### src/rtl/suis_pkg.sv
// ----------------------------------------------------------------------------
// suis_pkg
// shared types, codes and constants of the sorted unique id set
// ----------------------------------------------------------------------------
package suis_pkg;

  localparam int ID_W         = 31;
  localparam int CAPACITY_DEF = 16;

  localparam logic [ID_W-1:0] ID_LOW_RST  = 31'd1;
  localparam logic [ID_W-1:0] ID_HIGH_RST = 31'd1000000000;

  // configuration register indexes
  localparam logic CFG_ID_LOW  = 1'b0;
  localparam logic CFG_ID_HIGH = 1'b1;

  // request commands
  localparam logic [1:0] CMD_INSERT     = 2'd0;
  localparam logic [1:0] CMD_REMOVE_VAL = 2'd1;
  localparam logic [1:0] CMD_REMOVE_MIN = 2'd2;
  localparam logic [1:0] CMD_LOOKUP     = 2'd3;

  // result status codes
  localparam logic [2:0] STAT_INSERTED = 3'd0;
  localparam logic [2:0] STAT_RANGE    = 3'd1;
  localparam logic [2:0] STAT_DUP      = 3'd2;
  localparam logic [2:0] STAT_FULL     = 3'd3;
  localparam logic [2:0] STAT_REMOVED  = 3'd4;
  localparam logic [2:0] STAT_ABSENT   = 3'd5;
  localparam logic [2:0] STAT_FOUND    = 3'd6;

  typedef enum logic [1:0] {
    ST_IDLE,
    ST_CMP,
    ST_UPD
  } state_t;

  typedef enum logic [1:0] {
    OP_NONE,
    OP_INSERT,
    OP_REMOVE_AT,
    OP_REMOVE_FIRST
  } op_t;

  // controller to datapath
  typedef struct packed {
    logic       load_in;
    logic       cmp_en;
    logic       commit;
    op_t        op;
    logic [2:0] status;
  } ctrl_t;

  // datapath to controller
  typedef struct packed {
    logic [1:0] cmd;
    logic       found;
    logic       in_range;
    logic       full;
    logic       empty;
  } dp_sts_t;

endpackage

### src/rtl/suis_ctrl.sv
// ----------------------------------------------------------------------------
// suis_ctrl
// sequencer: compare step, update step, output register handshake
// ----------------------------------------------------------------------------
module suis_ctrl (
  input  logic              clk,
  input  logic              rst_n,
  input  logic              in_valid,
  output logic              in_stall,
  output logic              out_valid,
  input  logic              out_stall,
  input  suis_pkg::dp_sts_t sts,
  output suis_pkg::ctrl_t   ctrl
);

  suis_pkg::state_t state_r;
  suis_pkg::state_t state_nxt;
  logic             out_valid_r;
  logic             out_valid_nxt;
  logic             out_free;
  logic             accept;

  assign out_free  = !out_valid_r || !out_stall;
  assign in_stall  = !((state_r == suis_pkg::ST_IDLE) ||
                       ((state_r == suis_pkg::ST_UPD) && out_free));
  assign accept    = in_valid && !in_stall;
  assign out_valid = out_valid_r;

  // next state
  always_comb begin
    state_nxt = state_r;
    case (state_r)
      suis_pkg::ST_IDLE: begin
        if (in_valid) state_nxt = suis_pkg::ST_CMP;
      end
      suis_pkg::ST_CMP: begin
        state_nxt = suis_pkg::ST_UPD;
      end
      suis_pkg::ST_UPD: begin
        if (out_free) state_nxt = in_valid ? suis_pkg::ST_CMP : suis_pkg::ST_IDLE;
      end
      default: begin
        state_nxt = suis_pkg::ST_IDLE;
      end
    endcase
  end

  // outputs
  always_comb begin
    ctrl.load_in = accept;
    ctrl.cmp_en  = (state_r == suis_pkg::ST_CMP);
    ctrl.commit  = (state_r == suis_pkg::ST_UPD) && out_free;
    ctrl.op      = suis_pkg::OP_NONE;
    ctrl.status  = suis_pkg::STAT_ABSENT;
    case (sts.cmd)
      suis_pkg::CMD_INSERT: begin
        if (!sts.in_range) begin
          ctrl.status = suis_pkg::STAT_RANGE;
        end else if (sts.found) begin
          ctrl.status = suis_pkg::STAT_DUP;
        end else if (sts.full) begin
          ctrl.status = suis_pkg::STAT_FULL;
        end else begin
          ctrl.status = suis_pkg::STAT_INSERTED;
          ctrl.op     = suis_pkg::OP_INSERT;
        end
      end
      suis_pkg::CMD_REMOVE_VAL: begin
        if (sts.found) begin
          ctrl.status = suis_pkg::STAT_REMOVED;
          ctrl.op     = suis_pkg::OP_REMOVE_AT;
        end
      end
      suis_pkg::CMD_REMOVE_MIN: begin
        if (!sts.empty) begin
          ctrl.status = suis_pkg::STAT_REMOVED;
          ctrl.op     = suis_pkg::OP_REMOVE_FIRST;
        end
      end
      default: begin
        if (sts.found) ctrl.status = suis_pkg::STAT_FOUND;
      end
    endcase
  end

  always_comb begin
    out_valid_nxt = out_valid_r;
    if (ctrl.commit) begin
      out_valid_nxt = 1'b1;
    end else if (!out_stall) begin
      out_valid_nxt = 1'b0;
    end
  end

  always_ff @(posedge clk) begin
    if (!rst_n) begin
      state_r     <= suis_pkg::ST_IDLE;
      out_valid_r <= 1'b0;
    end else begin
      state_r     <= state_nxt;
      out_valid_r <= out_valid_nxt;
    end
  end

endmodule

### src/rtl/suis_dp.sv
// ----------------------------------------------------------------------------
// suis_dp
// row of id cells with per-cell compare, shift network and result register
// ----------------------------------------------------------------------------
module suis_dp #(
  parameter int CAPACITY = suis_pkg::CAPACITY_DEF,
  localparam int CNT_W   = $clog2(CAPACITY + 1)
) (
  input  logic                      clk,
  input  logic                      rst_n,
  input  logic                      cfg_wr_en,
  input  logic                      cfg_index,
  input  logic [suis_pkg::ID_W-1:0] cfg_wdata,
  input  logic [1:0]                in_cmd,
  input  logic [suis_pkg::ID_W-1:0] in_id_value,
  input  suis_pkg::ctrl_t           ctrl,
  output suis_pkg::dp_sts_t         sts,
  output logic [2:0]                out_status,
  output logic [CNT_W-1:0]          out_entry_count,
  output logic [suis_pkg::ID_W-1:0] out_smallest
);

  localparam logic [CNT_W-1:0] CAP_CNT = CNT_W'(CAPACITY);

  logic [suis_pkg::ID_W-1:0] id_low_r;
  logic [suis_pkg::ID_W-1:0] id_high_r;
  logic [1:0]                cmd_r;
  logic [suis_pkg::ID_W-1:0] val_r;
  logic [CNT_W-1:0]          count_r;
  logic [CNT_W-1:0]          count_nxt;
  logic [suis_pkg::ID_W-1:0] ent_r   [CAPACITY];
  logic [suis_pkg::ID_W-1:0] ent_nxt [CAPACITY];
  logic [CAPACITY-1:0]       eq_r;
  logic [CAPACITY-1:0]       lt_r;
  logic [CAPACITY-1:0]       eq_nxt;
  logic [CAPACITY-1:0]       lt_nxt;
  logic                      in_range_r;
  logic [2:0]                status_r;
  logic [CNT_W-1:0]          ecount_r;
  logic [suis_pkg::ID_W-1:0] smallest_r;

  // configuration registers
  always_ff @(posedge clk) begin
    if (!rst_n) begin
      id_low_r  <= suis_pkg::ID_LOW_RST;
      id_high_r <= suis_pkg::ID_HIGH_RST;
    end else if (cfg_wr_en) begin
      if (cfg_index == suis_pkg::CFG_ID_LOW) id_low_r <= cfg_wdata;
      else id_high_r <= cfg_wdata;
    end
  end

  // request capture
  always_ff @(posedge clk) begin
    if (ctrl.load_in) begin
      cmd_r <= in_cmd;
      val_r <= in_id_value;
    end
  end

  // per-cell compare against the request id, empty cells never match
  always_comb begin
    for (int i = 0; i < CAPACITY; i++) begin
      eq_nxt[i] = (CNT_W'(i) < count_r) && (ent_r[i] == val_r);
      lt_nxt[i] = (CNT_W'(i) < count_r) && (ent_r[i] < val_r);
    end
  end

  always_ff @(posedge clk) begin
    if (ctrl.cmp_en) begin
      eq_r       <= eq_nxt;
      lt_r       <= lt_nxt;
      in_range_r <= (val_r >= id_low_r) && (val_r <= id_high_r);
    end
  end

  assign sts.cmd      = cmd_r;
  assign sts.found    = |eq_r;
  assign sts.in_range = in_range_r;
  assign sts.full     = (count_r == CAP_CNT);
  assign sts.empty    = (count_r == '0);

  // shift network: each cell picks itself, its lower or upper neighbour or the request id
  for (genvar g = 0; g < CAPACITY; g++) begin : g_cell
    logic                      first_ge;
    logic [suis_pkg::ID_W-1:0] from_lo;
    logic [suis_pkg::ID_W-1:0] from_hi;

    if (g == 0) begin : g_lo0
      assign first_ge = !lt_r[g];
      assign from_lo  = ent_r[g];
    end else begin : g_lon
      assign first_ge = lt_r[g-1] && !lt_r[g];
      assign from_lo  = ent_r[g-1];
    end

    if (g == CAPACITY - 1) begin : g_hiend
      assign from_hi = ent_r[g];
    end else begin : g_hin
      assign from_hi = ent_r[g+1];
    end

    always_comb begin
      ent_nxt[g] = ent_r[g];
      case (ctrl.op)
        suis_pkg::OP_INSERT: begin
          if (first_ge) ent_nxt[g] = val_r;
          else if (!lt_r[g]) ent_nxt[g] = from_lo;
        end
        suis_pkg::OP_REMOVE_AT: begin
          if (!lt_r[g]) ent_nxt[g] = from_hi;
        end
        suis_pkg::OP_REMOVE_FIRST: begin
          ent_nxt[g] = from_hi;
        end
        default: begin
          ent_nxt[g] = ent_r[g];
        end
      endcase
    end

    always_ff @(posedge clk) begin
      if (ctrl.commit) ent_r[g] <= ent_nxt[g];
    end
  end

  always_comb begin
    case (ctrl.op)
      suis_pkg::OP_INSERT:       count_nxt = count_r + CNT_W'(1);
      suis_pkg::OP_REMOVE_AT,
      suis_pkg::OP_REMOVE_FIRST: count_nxt = count_r - CNT_W'(1);
      default:                   count_nxt = count_r;
    endcase
  end

  always_ff @(posedge clk) begin
    if (!rst_n) begin
      count_r <= '0;
    end else if (ctrl.commit) begin
      count_r <= count_nxt;
    end
  end

  // result register
  always_ff @(posedge clk) begin
    if (ctrl.commit) begin
      status_r   <= ctrl.status;
      ecount_r   <= count_nxt;
      smallest_r <= (count_nxt == '0) ? '0 : ent_nxt[0];
    end
  end

  assign out_status      = status_r;
  assign out_entry_count = ecount_r;
  assign out_smallest    = smallest_r;

endmodule

### src/rtl/sorted_unique_id_set_unit.sv
// ----------------------------------------------------------------------------
// sorted_unique_id_set_unit
// steps: request capture, compare step, then update step, which waits while the result is stalled
// one request at a time; the next one enters during the update step or while idle
// the result register lets the next request enter while a result is stalled
// reset: synchronous active low, table empty, id range back to 1..1000000000
// ----------------------------------------------------------------------------
module sorted_unique_id_set_unit #(
  parameter int CAPACITY = suis_pkg::CAPACITY_DEF,
  localparam int CNT_W   = $clog2(CAPACITY + 1)
) (
  input  logic                      clk,
  input  logic                      rst_n,
  // configuration writes
  input  logic                      cfg_wr_en,
  input  logic                      cfg_index,
  input  logic [suis_pkg::ID_W-1:0] cfg_wdata,
  // request channel
  input  logic                      in_valid,
  output logic                      in_stall,
  input  logic [1:0]                in_cmd,
  input  logic [suis_pkg::ID_W-1:0] in_id_value,
  // result channel
  output logic                      out_valid,
  input  logic                      out_stall,
  output logic [2:0]                out_status,
  output logic [CNT_W-1:0]          out_entry_count,
  output logic [suis_pkg::ID_W-1:0] out_smallest
);

  // the table is a row of cells kept in ascending order; every cell
  // compares itself with the request id in the compare step, and the
  // registered equal / less-than flags steer the shift in the update step:
  // - insert opens a gap at the first cell not below the id
  // - remove by value closes the gap from the matching cell upwards
  // - remove smallest shifts the whole row down by one
  // cells at or above the count hold stale data and are never observed

  suis_pkg::ctrl_t   ctrl;
  suis_pkg::dp_sts_t sts;

  // sequencer owns the handshakes and picks the status and table operation
  suis_ctrl u_ctrl (
    .clk       (clk),
    .rst_n     (rst_n),
    .in_valid  (in_valid),
    .in_stall  (in_stall),
    .out_valid (out_valid),
    .out_stall (out_stall),
    .sts       (sts),
    .ctrl      (ctrl)
  );

  // cells, range registers, count and result register
  suis_dp #(
    .CAPACITY (CAPACITY)
  ) u_dp (
    .clk             (clk),
    .rst_n           (rst_n),
    .cfg_wr_en       (cfg_wr_en),
    .cfg_index       (cfg_index),
    .cfg_wdata       (cfg_wdata),
    .in_cmd          (in_cmd),
    .in_id_value     (in_id_value),
    .ctrl            (ctrl),
    .sts             (sts),
    .out_status      (out_status),
    .out_entry_count (out_entry_count),
    .out_smallest    (out_smallest)
  );

endmodule
### config.mk
export PLATFORM = sky130hd
export DESIGN_NAME = sorted_unique_id_set_unit
export DESIGN_NICKNAME = d
export VERILOG_FILES = /design/src/rtl/suis_pkg.sv /design/src/rtl/suis_ctrl.sv /design/src/rtl/suis_dp.sv /design/src/rtl/sorted_unique_id_set_unit.sv
export SDC_FILE = /design/constraint.sdc
export NUM_CORES = 2
export LEC_CHECK = 0
export BUFFER_PORTS_ARGS = -buffer_cell sky130_fd_sc_hd__buf_2
export CORE_MARGIN = 2
export CORE_UTILIZATION = 50
export CTS_CLUSTER_DIAMETER = 120
export DETAILED_ROUTE_END_ITERATION = 6
export PLACE_DENSITY = 0.69
export SLEW_MARGIN = 20
export SYNTH_ARGS = -nofsm -noshare
export SYNTH_HDL_FRONTEND = slang
export SYNTH_HIERARCHICAL = 1
export SYNTH_SLANG_ARGS = --single-unit
### constraint.sdc
create_clock -name clk -period 4.8 [get_ports clk]
set_clock_uncertainty 0.1 [all_clocks]
set_input_delay 0.24 -clock clk [delete_from_list [all_inputs] [get_ports clk]]
set_output_delay 0.24 -clock clk [all_outputs]
set_load 0.02 [all_outputs]
== After elaboration in Yosys (flattened, before gate mapping) ==
Memories as Yosys holds them, arrays and structs flattened.
Index checks and enable logic that the tools add are counted.
Operators by class
  add/sub/neg operators: 2
  order comparisons: 34
  equality and inequality tests: 27
  mux-type cells: 82
  bitwise logic cells: 1
  reduce and logical (&&, ||, !) cells: 79
Operator list (count)
  2-to-1 mux 31 bit: 47
  case mux 31 bit (3 select lines): 15
  == test 31 bit: 16
  < comparator 31 bit: 16
  logical AND 1 bit: 50
  < comparator 4 x 5 -> 1 bit (first input constant): 8
  greater-or-equal comparator 31 bit: 1
  <= comparator 31 bit: 1
  < comparator 3 x 5 -> 1 bit (first input constant): 4
  zero test 1 bit: 18
  OR reduction 16 bit: 1
  2-to-1 mux 2 bit: 6
  case mux 2 bit (3 select lines): 2
  zero test 5 bit: 2
  < comparator 1 x 5 -> 1 bit (first input constant): 2
  < comparator 2 x 5 -> 1 bit (first input constant): 2
  2-to-1 mux 5 bit: 2
  case mux 5 bit (2 select lines): 1
  case mux 3 bit (3 select lines): 1
  == test 2 bit (second input constant): 4
  == test 2 x 1 -> 1 bit (second input constant): 3
  2-to-1 mux 1 bit: 6
  2-to-1 mux 3 bit: 2
  AND reduction 2 bit: 3
  9 further kinds: 12
Storage, ports and cells
  bits in registers: 175
  memory bits (writable): 496
  memories: 1
Memories
  u_dp.ent_r: depth 16, bits a word 31, rd ports 16, clocked after memory_dff 0, wr ports 16, RTL line suis_dp.sv:31  | logic [suis_pkg::ID_W-1:0] ent_r [CAPACITY];

== Logic depth before layout (Yosys ltp) ==
  word-level depth: 9
  mapped depth: 15

== Cells and area by module ==
The synthesis kept the hierarchy.
Modules (own cells, without submodules)
  suis_dp: instances 1, cells an instance 4616, area each 43282.8 sq um, seq. area each 19388.6 sq um
  suis_ctrl: instances 1, cells an instance 32, area each 231.5 sq um, seq. area each 60.1 sq um

== Worst setup path before layout ==
OpenSTA, ideal clock, no wires.
  path type: reg-to-reg
  start point: reg u_dp/count_r[3] (netlist name)
  end point: mem u_dp/ent_r[1][217] (netlist bit), enable pin
  library setup time: 0.465 ns
  data arrival time: 4.382 ns
  required time: 4.235 ns
  slack: -0.148 ns
  cell stages (with the launch flop): 11
  path buffers: 3
  period minus slack after synthesis: 4.948 ns
  cells stage by stage: dfxtp_1 -> clkbuf_1 -> buf_2 -> nor3_1 -> and2_1 -> nand2b_1 -> o22ai_1 -> inv_2 -> nand2_1 -> buf_1 -> nor3b_1
RTL lines (RTL line)
  end, declared: suis_dp.sv:31

==> summary.txt <==
Run status
  • Status: finished, final reports clean

Critical path
  • CP required: 5.03 ns
  • Worst-path cell chain: inv_1 > ha_1 > and2_1 > nand2b_1 > o22ai_4 > buf_12 > buf_4 > o21ai_0
  • CP Launch Type: flip-flop
  • Critical path class: reg -> reg
  • CP max FO: 193
  • Worst path slowest cell: buf_4
  • Largest stage delay, worst path: 0.72 ns
  • Crit path DAT: 4.24 ns
  • Setup crit end kind: flip-flop

Routing
  • ANT nets after route: 0
  • First DRT Iteration DRCs: 3,632
  • DRT Pass-1 Iters: 7
  • Via count: 35,472
  • Final WL: 121.2 mm
  • Via/cell ratio: 5.974
  • WL/cell: 20.42 µm
  • Drt drc: 0

Place
  • IO buf count: 110
  • DP Wirelength: 87.35 mm
  • Pre-CTS setup slack: 0.8838 ns
  • Routability cong.: 0.9354
  • Placed Cells: 5,730

Power and ir drop
  • Pwr/cell area: 297.8 mW/mm²
  • Max IR drop VDD: 253.1 µV
  • Lkg Pwr: 0.01890 µW

GRT
  • Initial antenna violation count: 7
  • First-pass GRT wire length: 189.9 mm
  • Overflow after GRT: 0
  • Largest net degree at the start of global routing: 236
  • GRT Resource Usage Total: 26.55%
  • Vias in the first global route: 33,750

Timing
  • Worst-Margin Slew: 1.107 ns
  • Fin. Hold Viols: 0
  • Max Fclk: 249.2 MHz
  • Max-slew violations: 0
  • TNS Setup: 0 ns
  • Fin crit share: 83.59%
  • Slew HR: 26.20%
  • Setup Viol. Count Final: 0
  • Crit path time final: 4.012 ns
  • Setup ws final: 0.7875 ns
  • RSZ-0062 raised after global routing: false

Synth
  • Synth Cell Area: 0.04351 mm²
  • Post-synthesis sequential area ratio: 44.69%
  • Total number of yosys warnings: 6
  • Most used DFF post-synth: edfxtp_1
  • Main area contributors after synthesis: edfxtp_1 (41%), ha_1 (16%), a21oi_1 (6.6%)
  • Post-synth EDFFs: 601
  • Post-synthesis register bit count: 671
  • Yosys cell types: 66
  • Most numerous cell in the Yosys netlist: nand2_1
  • Net Count, Synth: 5,280
  • Yosys top cell area share: 41.47%
  • Syn_area_per_cell: 9.362 µm²
  • Synth cell count leaders: nand2_1 (664), edfxtp_1 (601), a21oi_1 (570)
  • Cell accounting for the most synthesized area: edfxtp_1
  • Async SR Flop Fraction: 0%
  • Mapped Cells: 4,648

Clock network
  • Cell chosen for the clock root: clkbuf_16
  • Worst-path clk slew: 0.06 ns
  • Postcts setup bufs: 0
  • CTS tree: built
  • Hold_buf cts: 65
  • CTS Buf Count: 76
  • Post-CTS sizing: 0
  • Worst skew pair latency: 0.63 ns
  • Clock sink count: 671
  • H-tree level count: 3
  • Clock Tree Buf Depth: 3

Final layout
  • Final Core Density: 56.42%
  • Fillers: 7,629
  • Layout cell share with drive strength beyond 1: 9.055%
  • Synthesis-to-finish area growth: 12.13%
  • Fin nets: 5,350
  • Layout Cells excl Fill: 5,938

Floorplan
  • Die ar.: 0.08940 mm²
  • Die Ht: 299.0 µm
  • Initial Util: 50.32%
  • Row count: 108
  • Core area: 0.08648 mm²
  • Number of I/O pins: 111
  • Die width: 299.0 µm

Run
  • Max Cap Viol: 0

Hold path
  • Tightest Hold Check Type: in -> reg
[critical path: cells and delay by family, from the launching register on]
| family | cells | cell delay, ns |
|---|---|---|
| DFF | 1 | 0.56 |
| buffers and inverters | 3 | 1.46 |
| AOI/OAI and AO/OA | 2 | 0.90 |
| and+or+nand+nor | 2 | 0.33 |
| adders and majority gates | 1 | 0.22 |
[path summary, 6_finish.rpt]
path / from / end / slack (ns) / cells after the start
max: u_dp/count_r[0] / u_dp/ent_r[0][130] / 0.79 / 8
min: rst_n / u_dp/id_low_r[0] / 0.14 / 3
max reg2reg: u_dp/count_r[0] / u_dp/ent_r[0][130] / 0.79 / 8
min reg2reg: u_dp/id_low_r[27] / u_dp/id_low_r[27] / 0.36 / 2
[layer usage]
layer  vias to the layer above  share of wire (%)  routed length, µm  global-route usage [%]
met3                       207                6.8               8278                   3.882
met5                         -              0.048                 58                       0
li1                      17154                  -                  -                       -
met2                      1156                 45              54020                   40.67
met4                        10                3.0               3651                   8.798
met1                     16945                 46              55240                   38.59
[through the flow]
step / hold WS, ns / instance area (µm²) / total power [µW]
6_report: 0.1392 / 48790 / 14530
5_1_grt: 0.1453 / 48790 / 15060
4_1_cts: 0.1004 / 48740 / 14590
3_5_place_dp: 0.3185 / 45510 / 8447
3_3_place_gp: 0.3169 / 45510 / 8380
2_1_floorplan: 0.2389 / 43520 / 7927
[cell usage in the layout, fill, tap and decap left out, types with 32 or more instances in the layout]
cell type	n
o21ai_0	559
dlygate4sd3_1	65
a211oi_1	44
o22ai_1	32
clkbuf_16	81
a21boi_0	48
a21oi_1	554
nor2_1	446
nand2b_1	34
nand4_1	107
buf_2	110
a21o_1	95
mux2i_1	61
edfxtp_1	601
ha_1	562
buf_4	86
nand2_1	663
nor2b_1	41
nand3_1	48
dfxtp_1	70
inv_1	131
[kinds of logic after synthesis]
logic type,Yosys count,share of synthesized area (%)
buf+inv,411,3.666
xor+xnor,6,0.1208
simple gates,1481,15.01
mux,61,1.403
compound gates,1456,18.95
fa+ha+maj,562,16.16
flops,671,44.69
[layout make-up]
| class | count | area (µm²) | area share (%) |
|---|---|---|---|
| inverters | 133 | 499.2 | 1.023 |
| diodes | 1 | 2.502 | 0.005129 |
| multi-input cells | 3566 | 22790 | 46.72 |
| clock buffers | 94 | 2096 | 4.295 |
| clock inverters | 48 | 480.5 | 0.9847 |
| flip-flops and latches | 671 | 19450 | 39.86 |
| well taps | 1155 | 1445 | 2.962 |
| repair buffers | 270 | 2027 | 4.154 |
[flip-flops by register name, summed over array words and instances (netlist names), 16 cells and up]
name,flops
u_dp/val_r,31
u_dp/out_smallest,31
u_dp/lt_r,16
u_dp/id_low_r,31
u_dp/ent_r,496
u_dp/eq_r,16
u_dp/id_high_r,31
[power by group]
part           internal [µW]  leakage [µW]  switching [µW]
sequential              6510       0.00605             104
clock                   3560       0.00126            2570
combinational            663        0.0116            1120
Power figures use the tool's default switching activity.
